--- config.mk ---
export PLATFORM = sky130hd
export DESIGN_NAME = length_prefixed_frame_deframer_flat
export DESIGN_NICKNAME = d
export VERILOG_FILES = /design/src/sv/lpfd_pkg.sv /design/src/sv/lpfd_if.sv /design/src/sv/lpfd_core.sv /design/src/sv/length_prefixed_frame_deframer.sv /design/src/flat_wrapper.sv
export SDC_FILE = /design/constraint.sdc
export NUM_CORES = 1
export LEC_CHECK = 0
export BUFFER_PORTS_ARGS = -buffer_cell sky130_fd_sc_hd__clkbuf_2
export CAP_MARGIN = 30
export CORE_MARGIN = 1.5
export CORE_UTILIZATION = 55
export DETAILED_ROUTE_END_ITERATION = 8
export PLACE_DENSITY = 0.85
export RECOVER_POWER = 50
export SKIP_CTS_REPAIR_TIMING = 1
export SYNTH_ARGS = -nofsm -noshare
export SYNTH_HDL_FRONTEND = slang
export SYNTH_SLANG_ARGS = --single-unit
--- constraint.sdc ---
create_clock -name clk -period 5.7 [get_ports clk]
set_input_delay 1.14 -clock clk [delete_from_list [all_inputs] [get_ports clk]]
set_output_delay 1.14 -clock clk [all_outputs]
set_load 0.005 [all_outputs]
--- src/sv/lpfd_pkg.sv ---
// lpfd_pkg: shared constants and types of the length-prefixed frame deframer
// result kind codes, length field geometry and the result struct
// no dependencies; lpfd_core and the top level use it
package lpfd_pkg;

  localparam int unsigned LEN_FIELD_BYTES = 4;
  localparam int unsigned LEN_W           = 32;
  localparam int unsigned CNT_W           = 2;

  localparam logic [CNT_W-1:0] LAST_FIELD_BYTE = CNT_W'(LEN_FIELD_BYTES - 1);
  localparam logic [LEN_W-1:0] LEN_FIELD_SIZE  = LEN_W'(LEN_FIELD_BYTES);
  localparam logic [LEN_W-1:0] MAX_FRAME_RESET = 32'd65536;

  localparam logic [1:0] K_HEADER  = 2'd0;
  localparam logic [1:0] K_PAYLOAD = 2'd1;
  localparam logic [1:0] K_EMPTY   = 2'd2;
  localparam logic [1:0] K_ERROR   = 2'd3;

  typedef struct packed {
    logic       has_result;
    logic [1:0] kind;
    logic [7:0] byte_out;
    logic       header_end;
    logic       frame_end;
  } result_t;

endpackage

--- src/sv/lpfd_if.sv ---
// lpfd_if: valid/ready channel interfaces of the deframer
// input channel carries one raw word, result channel one tagged result
// depends on nothing
interface lpfd_in_if;
  logic       valid;
  logic       ready;
  logic [7:0] byte_in;

  modport source (output valid, output byte_in, input ready);
  modport sink   (input valid, input byte_in, output ready);
endinterface

interface lpfd_out_if;
  logic       valid;
  logic       ready;
  logic [1:0] kind;
  logic [7:0] byte_out;
  logic       header_end;
  logic       frame_end;

  modport source (output valid, output kind, output byte_out, output header_end,
                  output frame_end, input ready);
  modport sink   (input valid, input kind, input byte_out, input header_end,
                  input frame_end, output ready);
endinterface

--- src/sv/lpfd_core.sv ---
// lpfd_core: frame parsing state machine, one word per step
// gives the result of the presented word combinationally, updates state on step
// depends on lpfd_pkg
module lpfd_core (
  input  logic                     clk,
  input  logic                     rst_n,
  input  logic                     step,
  input  logic [7:0]               byte_in,
  input  logic [lpfd_pkg::LEN_W-1:0] max_frame,
  output lpfd_pkg::result_t        res
);

  localparam logic [2:0] PH_TOTAL   = 3'd0;
  localparam logic [2:0] PH_HLEN    = 3'd1;
  localparam logic [2:0] PH_HEADER  = 3'd2;
  localparam logic [2:0] PH_PAYLOAD = 3'd3;
  localparam logic [2:0] PH_ERROR   = 3'd4;

  logic [2:0]                       phase_r, phase_nxt;
  logic [lpfd_pkg::CNT_W-1:0]       fcnt_r, fcnt_nxt;
  logic [lpfd_pkg::LEN_W-1:0]       total_r, total_nxt;
  logic [lpfd_pkg::LEN_W-1:0]       hlen_r, hlen_nxt;
  logic [lpfd_pkg::LEN_W-1:0]       hrem_r, hrem_nxt;
  logic [lpfd_pkg::LEN_W-1:0]       prem_r, prem_nxt;

  logic                             last_byte;
  logic [lpfd_pkg::LEN_W-1:0]       total_shift;
  logic [lpfd_pkg::LEN_W-1:0]       hlen_shift;
  logic [lpfd_pkg::LEN_W-1:0]       body_room;
  logic                             hdr_last;

  assign last_byte   = (fcnt_r == lpfd_pkg::LAST_FIELD_BYTE);
  assign total_shift = {total_r[lpfd_pkg::LEN_W-9:0], byte_in};
  assign hlen_shift  = {hlen_r[lpfd_pkg::LEN_W-9:0], byte_in};
  assign body_room   = total_r - lpfd_pkg::LEN_FIELD_SIZE;
  assign hdr_last    = (hrem_r == lpfd_pkg::LEN_W'(1));

  always_comb begin
    phase_nxt = phase_r;
    fcnt_nxt  = fcnt_r;
    total_nxt = total_r;
    hlen_nxt  = hlen_r;
    hrem_nxt  = hrem_r;
    prem_nxt  = prem_r;
    res       = '0;
    case (phase_r)
      PH_TOTAL: begin
        total_nxt = total_shift;
        if (!last_byte) begin
          fcnt_nxt = fcnt_r + lpfd_pkg::CNT_W'(1);
        end else begin
          fcnt_nxt = '0;
          if (total_shift < lpfd_pkg::LEN_FIELD_SIZE || total_shift > max_frame) begin
            phase_nxt      = PH_ERROR;
            res.has_result = 1'b1;
            res.kind       = lpfd_pkg::K_ERROR;
            res.frame_end  = 1'b1;
          end else begin
            phase_nxt = PH_HLEN;
          end
        end
      end
      PH_HLEN: begin
        hlen_nxt = hlen_shift;
        if (!last_byte) begin
          fcnt_nxt = fcnt_r + lpfd_pkg::CNT_W'(1);
        end else begin
          fcnt_nxt = '0;
          if (hlen_shift > body_room) begin
            phase_nxt      = PH_ERROR;
            res.has_result = 1'b1;
            res.kind       = lpfd_pkg::K_ERROR;
            res.frame_end  = 1'b1;
          end else begin
            hrem_nxt  = hlen_shift;
            prem_nxt  = body_room - hlen_shift;
            total_nxt = '0;
            hlen_nxt  = '0;
            // empty body: total counts only the header length field
            if (hlen_shift == '0 && total_r == lpfd_pkg::LEN_FIELD_SIZE) begin
              phase_nxt      = PH_TOTAL;
              res.has_result = 1'b1;
              res.kind       = lpfd_pkg::K_EMPTY;
              res.frame_end  = 1'b1;
            end else if (hlen_shift != '0) begin
              phase_nxt = PH_HEADER;
            end else begin
              phase_nxt = PH_PAYLOAD;
            end
          end
        end
      end
      PH_HEADER: begin
        hrem_nxt       = hrem_r - lpfd_pkg::LEN_W'(1);
        res.has_result = 1'b1;
        res.kind       = lpfd_pkg::K_HEADER;
        res.byte_out   = byte_in;
        res.header_end = hdr_last;
        res.frame_end  = hdr_last && (prem_r == '0);
        if (hdr_last) begin
          phase_nxt = (prem_r == '0) ? PH_TOTAL : PH_PAYLOAD;
        end
      end
      PH_PAYLOAD: begin
        prem_nxt       = prem_r - lpfd_pkg::LEN_W'(1);
        res.has_result = 1'b1;
        res.kind       = lpfd_pkg::K_PAYLOAD;
        res.byte_out   = byte_in;
        res.frame_end  = (prem_r == lpfd_pkg::LEN_W'(1));
        if (prem_r == lpfd_pkg::LEN_W'(1)) begin
          phase_nxt = PH_TOTAL;
        end
      end
      default: begin
        // error phase: words are dropped until reset
        phase_nxt = phase_r;
      end
    endcase
  end

  always_ff @(posedge clk) begin
    if (!rst_n) begin
      phase_r <= PH_TOTAL;
      fcnt_r  <= '0;
      total_r <= '0;
      hlen_r  <= '0;
      hrem_r  <= '0;
      prem_r  <= '0;
    end else if (step) begin
      phase_r <= phase_nxt;
      fcnt_r  <= fcnt_nxt;
      total_r <= total_nxt;
      hlen_r  <= hlen_nxt;
      hrem_r  <= hrem_nxt;
      prem_r  <= prem_nxt;
    end
  end

endmodule

--- src/sv/length_prefixed_frame_deframer.sv ---
// length_prefixed_frame_deframer: top level, input register, parser, result register
// depends on lpfd_pkg, lpfd_in_if, lpfd_out_if and lpfd_core
//
//   channel   dir   handshake        payload
//   in_ch     in    valid/ready      byte_in[7:0]
//   out_ch    out   valid/ready      kind[1:0] byte_out[7:0] header_end frame_end
//   cfg       in    cfg_we           cfg_wdata[31:0] (max_frame_bytes)
//
// one word per cycle sustained while out_ch.ready does not hold a result; an accepted word
// passes the input register and then the result register before its result shows on out_ch
// the path is input register -> parser state machine -> result register
// a full result register held by out_ch.ready stalls only words that make a result
// reset (rst_n low, synchronous) returns to the total length field, limit 65536
module length_prefixed_frame_deframer (
  input  logic                        clk,
  input  logic                        rst_n,
  lpfd_in_if.sink                     in_ch,
  lpfd_out_if.source                  out_ch,
  input  logic                        cfg_we,
  input  logic [lpfd_pkg::LEN_W-1:0]  cfg_wdata
);

  logic [lpfd_pkg::LEN_W-1:0] max_frame_r;
  logic                       s1_valid_r;
  logic [7:0]                 s1_byte_r;
  logic                       out_valid_r;
  lpfd_pkg::result_t          out_res_r;
  lpfd_pkg::result_t          core_res;
  logic                       out_free;
  logic                       s1_fire;
  logic                       in_fire;

  assign out_free = !out_valid_r || out_ch.ready;
  assign s1_fire  = s1_valid_r && (!core_res.has_result || out_free);
  assign in_ch.ready = !s1_valid_r || s1_fire;
  assign in_fire  = in_ch.valid && in_ch.ready;

  always_ff @(posedge clk) begin
    if (!rst_n) begin
      max_frame_r <= lpfd_pkg::MAX_FRAME_RESET;
    end else if (cfg_we) begin
      max_frame_r <= cfg_wdata;
    end
  end

  always_ff @(posedge clk) begin
    if (!rst_n) begin
      s1_valid_r <= 1'b0;
    end else if (in_ch.ready) begin
      s1_valid_r <= in_ch.valid;
    end
  end

  always_ff @(posedge clk) begin
    if (in_fire) begin
      s1_byte_r <= in_ch.byte_in;
    end
  end

  lpfd_core u_core (
    .clk       (clk),
    .rst_n     (rst_n),
    .step      (s1_fire),
    .byte_in   (s1_byte_r),
    .max_frame (max_frame_r),
    .res       (core_res)
  );

  always_ff @(posedge clk) begin
    if (!rst_n) begin
      out_valid_r <= 1'b0;
    end else if (out_free) begin
      out_valid_r <= s1_fire && core_res.has_result;
    end
  end

  always_ff @(posedge clk) begin
    if (out_free && s1_fire && core_res.has_result) begin
      out_res_r <= core_res;
    end
  end

  assign out_ch.valid      = out_valid_r;
  assign out_ch.kind       = out_res_r.kind;
  assign out_ch.byte_out   = out_res_r.byte_out;
  assign out_ch.header_end = out_res_r.header_end;
  assign out_ch.frame_end  = out_res_r.frame_end;

  // empty frame and error results always close a frame
  a_close_marks: assert property (@(posedge clk) disable iff (!rst_n)
    out_valid_r && (out_res_r.kind == lpfd_pkg::K_EMPTY ||
                    out_res_r.kind == lpfd_pkg::K_ERROR) |-> out_res_r.frame_end)
    else $error("empty or error result without frame_end");

  a_hdr_end_kind: assert property (@(posedge clk) disable iff (!rst_n)
    out_valid_r && out_res_r.header_end |-> out_res_r.kind == lpfd_pkg::K_HEADER)
    else $error("header_end on a non-header result");

  // nothing follows an error until reset
  a_err_silent: assert property (@(posedge clk) disable iff (!rst_n)
    out_valid_r && out_ch.ready && out_res_r.kind == lpfd_pkg::K_ERROR |=> !out_valid_r)
    else $error("result after frame error");

  a_s1_hold: assert property (@(posedge clk) disable iff (!rst_n)
    s1_valid_r && !s1_fire |=> s1_valid_r && $stable(s1_byte_r))
    else $error("input register lost a stalled word");

endmodule
--- src/flat_wrapper.sv ---
// flat-port wrapper written by rule: the top's interface ports become plain ports
module length_prefixed_frame_deframer_flat 
  (clk, rst_n, cfg_we, cfg_wdata, in_ch_valid, in_ch_byte_in, in_ch_ready, out_ch_valid, out_ch_kind, out_ch_byte_out, out_ch_header_end, out_ch_frame_end, out_ch_ready);
  lpfd_in_if in_ch_i ();
  lpfd_out_if out_ch_i ();
  input  logic clk;
  input  logic rst_n;
  input  logic cfg_we;
  input  logic [lpfd_pkg::LEN_W-1:0] cfg_wdata;
  input wire logic [$bits(in_ch_i.valid)-1:0] in_ch_valid;
  input wire logic [$bits(in_ch_i.byte_in)-1:0] in_ch_byte_in;
  output wire logic [$bits(in_ch_i.ready)-1:0] in_ch_ready;
  output wire logic [$bits(out_ch_i.valid)-1:0] out_ch_valid;
  output wire logic [$bits(out_ch_i.kind)-1:0] out_ch_kind;
  output wire logic [$bits(out_ch_i.byte_out)-1:0] out_ch_byte_out;
  output wire logic [$bits(out_ch_i.header_end)-1:0] out_ch_header_end;
  output wire logic [$bits(out_ch_i.frame_end)-1:0] out_ch_frame_end;
  input wire logic [$bits(out_ch_i.ready)-1:0] out_ch_ready;
  assign in_ch_i.valid = in_ch_valid;
  assign in_ch_i.byte_in = in_ch_byte_in;
  assign in_ch_ready = in_ch_i.ready;
  assign out_ch_valid = out_ch_i.valid;
  assign out_ch_kind = out_ch_i.kind;
  assign out_ch_byte_out = out_ch_i.byte_out;
  assign out_ch_header_end = out_ch_i.header_end;
  assign out_ch_frame_end = out_ch_i.frame_end;
  assign out_ch_i.ready = out_ch_ready;
  length_prefixed_frame_deframer u_core (.clk(clk), .rst_n(rst_n), .in_ch(in_ch_i), .out_ch(out_ch_i), .cfg_we(cfg_we), .cfg_wdata(cfg_wdata));
endmodule
==> qor.yml <==
gp_congestion: 0.9641
crit_type: "register to output pin"
wl_per_cell_um: 19.46
antenna_found_initial: 0
switching_share: 0.3388
yosysWarnings: 0
relSlewSlack: -0.7185
hold_ws_ns: 0.4729
hold_depth: 2
grt_pass1_vias: 10900
synth_edf_count: 20
ff2ff_setup_slack_ns: 0.70
drt-total-wl_mm: 34.97
ioPinCount: 59
grt_pass1_wl_mm: 55.44
status: "finished with violations"
hold_end: "u_core.u_core.prem_r[20]"
clk_latency_ns: 0.45
ff_latch_area_mm2: 0.003784
synth_ff_type: "dfxtp_1"
failed_checks: "max-capacitance violations, max-slew violations"
ant_nets: 0
die_h_um: 150.2
crit_fanout: 6
p_leak_uw: 0.005206
dp_hpwl_mm: 24.77
finalCritPeriodShare: 0.9764
async_flop_share: 0
io_buffers: 58
r2r_end: "u_core.u_core.hrem_r[16]"
fillers: 1749
htreeDepth: 4
cp_data_required_time_ns: 4.56
grt_usage: 0.3095
internal-power_uw: 2306
die_w_um: 150.2
seqPwrFrac: 0.380
grt-ovfl-total: 0
worstReg2RegStart: "u_core.u_core.total_r[15]"
area_growth_pct: 9.969
cp-start-kind: "register"
drt_first_pass_iters: 6
yosys_register_bits: 179
root_buffer: "clkbuf_16"
arrival_ns: 4.43
multi_input_area_mm2: 0.007518
vias: 11810
vdd_drop_max_v: 0.0002671
grt_start_max_net_pins: 65
p_per_area_mw_per_mm2: 266.0
tightest_slew_ns: 2.578
drcViolationCount: 0
synth.top_cell.area_share: 0.2670
cts.path.max_buffers: 2
p_clk_frac: 0.346
crit_path_end_kind: "output pin"
fin_skew_ns: 0.01622
cts_tree: "yes"
num_rows: 53
r2r_cells: 17
synth_cell_types: 80
drive_above_1_share: 0.1025
synth_top_area_cell: "dfxtp_1"
die-area_mm2: 0.02257
setup_violations: 0
cts_buffers: 17
drv_cap: 1
hold_viol_final: 0
worstHoldStart: "u_core.u_core.prem_r[20]"
core_area_mm2: 0.02115
initial_core_util: 0.5636
synth.yosys.seq_area_share: 0.3173
nets: 1628
combPwrFrac: 0.274
slew_viol_final: 52
clock-sinks: 179
avgSynthCellArea_um2: 7.975
vias_per_cell: 6.574
synth_nets: 1614
dp_slack_ns: 0.3515
synth_area_mm2: 0.01192
clk_pin_slew_ns: 0.07
hold_path_class: "register to register"
drt_iter0_markers: 1335
synth.top_cells.by_area: "dfxtp_1, ha_1, mux2i_1"
fin_ws_ns: 0.1347
post-place-cells: 1761
p_sw_uw: 1182
synthCells: 1495
final.min_clock_period_ns: 5.565
stdcell_count: 1797
antenna_cells: 0
max_freq_mhz: 179.7
==> routing by layer <==
metal,part of all wire,wire length (um),vias up,track usage
li1,-,-,5509,-
met1,0.42,14740,5535,0.4121
met2,0.45,15650,652,0.4869
met3,0.082,2875,118,0.04121
met4,0.049,1710,0,0.1657
met5,0,0,-,0
==> worst max-delay path by stage <==
stage	startpoint	endpoint	slack (ns)	cells after the start
6_report	u_core.u_core.total_r[15]	in_ch_ready	0.13	15
4_1_cts	u_core.u_core.total_r[12]	in_ch_ready	-0.16	17
3_5_place_dp	u_core.u_core.total_r[12]	in_ch_ready	0.35	17
3_3_place_gp	u_core.u_core.total_r[12]	in_ch_ready	0.42	17
5_1_grt	u_core.u_core.total_r[13]	in_ch_ready	-0.04	17
2_1_floorplan	u_core.u_core.total_r[12]	in_ch_ready	0.69	18
==> worst max-delay path: stages, from the launching register on <==
cell and delay [ns]:
dfxtp_1 0.38, nor4_2 0.35, nand2b_1 0.12, nor2_1 0.21, nand3b_1 0.20, nor4_1 0.38
xor2_1 0.16, ha_1 0.41, nand4_1 0.16, nor3_2 0.23, a32oi_2 0.10, a2111o_1 0.45
a211o_1 0.32, a31oi_2 0.22, or3_4 0.18, clkbuf_2 0.11
==> Yosys cell counts (4+ instances only) <==
master / number
clkbuf_1: 74
o21a_1: 9
or4_1: 9
nand3b_1: 5
mux2i_1: 70
ha_1: 73
a22o_1: 27
edfxtp_1: 20
a31oi_1: 13
a21oi_1: 108
nand4_1: 14
o21ai_0: 79
a21boi_0: 6
buf_4: 6
nor2b_1: 9
o2111ai_1: 16
o31ai_1: 18
a211oi_1: 24
nor2_1: 143
and2_1: 5
nor4_1: 38
nor3_1: 59
o32ai_1: 8
o211a_1: 5
nand3_1: 63
or3_1: 14
o221ai_1: 5
buf_2: 6
xor2_1: 28
a221oi_1: 7
dfxtp_1: 159
inv_1: 93
nand2b_1: 12
o211ai_1: 16
a21o_1: 14
a32oi_1: 4
xnor2_1: 22
and3_1: 10
nand2_1: 128
o22ai_1: 7
==> cells in the final DEF, fill, tap and decap left out, types with 27 or more instances in the layout <==
cell type	count
dfxtp_1	159
nor2_1	142
nand2_1	127
a21oi_1	108
inv_1	93
o21ai_0	77
mux2i_1	70
ha_1	67
nand3_1	62
nor3_1	57
clkbuf_2	54
nor4_1	32
xor2_1	28
a22o_1	27
==> per-stage QoR <==
| step | setup TNS (ns) | total power [uW] | instance area (um2) | util |
|---|---|---|---|---|
| global placement | 0 | 2237 | 12390 | 0.5857 |
| floorplan | 0 | 2030 | 11920 | - |
| detailed placement | 0 | 2257 | 12390 | 0.5857 |
| global route | -0.04402 | 3631 | 13110 | 0.6198 |
| finish | 0 | 3488 | 13110 | 0.6198 |
| CTS | -0.1637 | 3449 | 12980 | 0.6137 |
==> power by group through the flow <==
stage | Clock (uW) | Sequential [uW] | Combinational, uW
finish | 1210 | 1330 | 954
global route | 1260 | 1330 | 1050
CTS | 1210 | 1320 | 913
detailed placement | 0 | 1350 | 904
global placement | 0 | 1350 | 886
floorplan | 0 | 1340 | 688
==> layout make-up <==
cell class,instances,share of cell area
inverter,93,0.02662
tap,275,0.02624
sequential,179,0.2886
timing repair buffer,86,0.04008
multi-input combinational,1132,0.5734
clock inverter,14,0.01231
clock buffer,18,0.03273
==> flip-flops by register name, indices dropped and copies added (netlist names) <==
| signal | cells |
|---|---|
| u_core.u_core.phase_r | 3 |
| u_core.s1_valid_r | 1 |
| u_core.s1_byte_r | 8 |
| u_core.out_ch.frame_end | 1 |
| u_core.out_ch.valid | 1 |
| u_core.u_core.prem_r | 32 |
| u_core.out_ch.byte_out | 8 |
| u_core.max_frame_r | 32 |
| u_core.out_ch.header_end | 1 |
| u_core.out_ch.kind | 2 |
| u_core.u_core.fcnt_r | 2 |
| u_core.u_core.hrem_r | 32 |
| u_core.u_core.total_r | 32 |
| u_core.u_core.hlen_r | 24 |
==> logic make-up (layout without fill, tap and decap cells) <==
logic type | count (synthesis) | in the layout | share of synthesized area
AO/OA/AOI/OAI | 407 | 407 | 0.2317
XOR/XNOR | 50 | 50 | 0.03673
adder cells (fa/ha/maj) | 74 | 74 | 0.07829
buffers and inverters | 184 | 211 | 0.06234
flip-flops | 179 | 179 | 0.3173
multiplexers | 71 | 71 | 0.05971
AND/OR/NAND/NOR | 530 | 530 | 0.2139
Power figures use the tool's default switching activity.
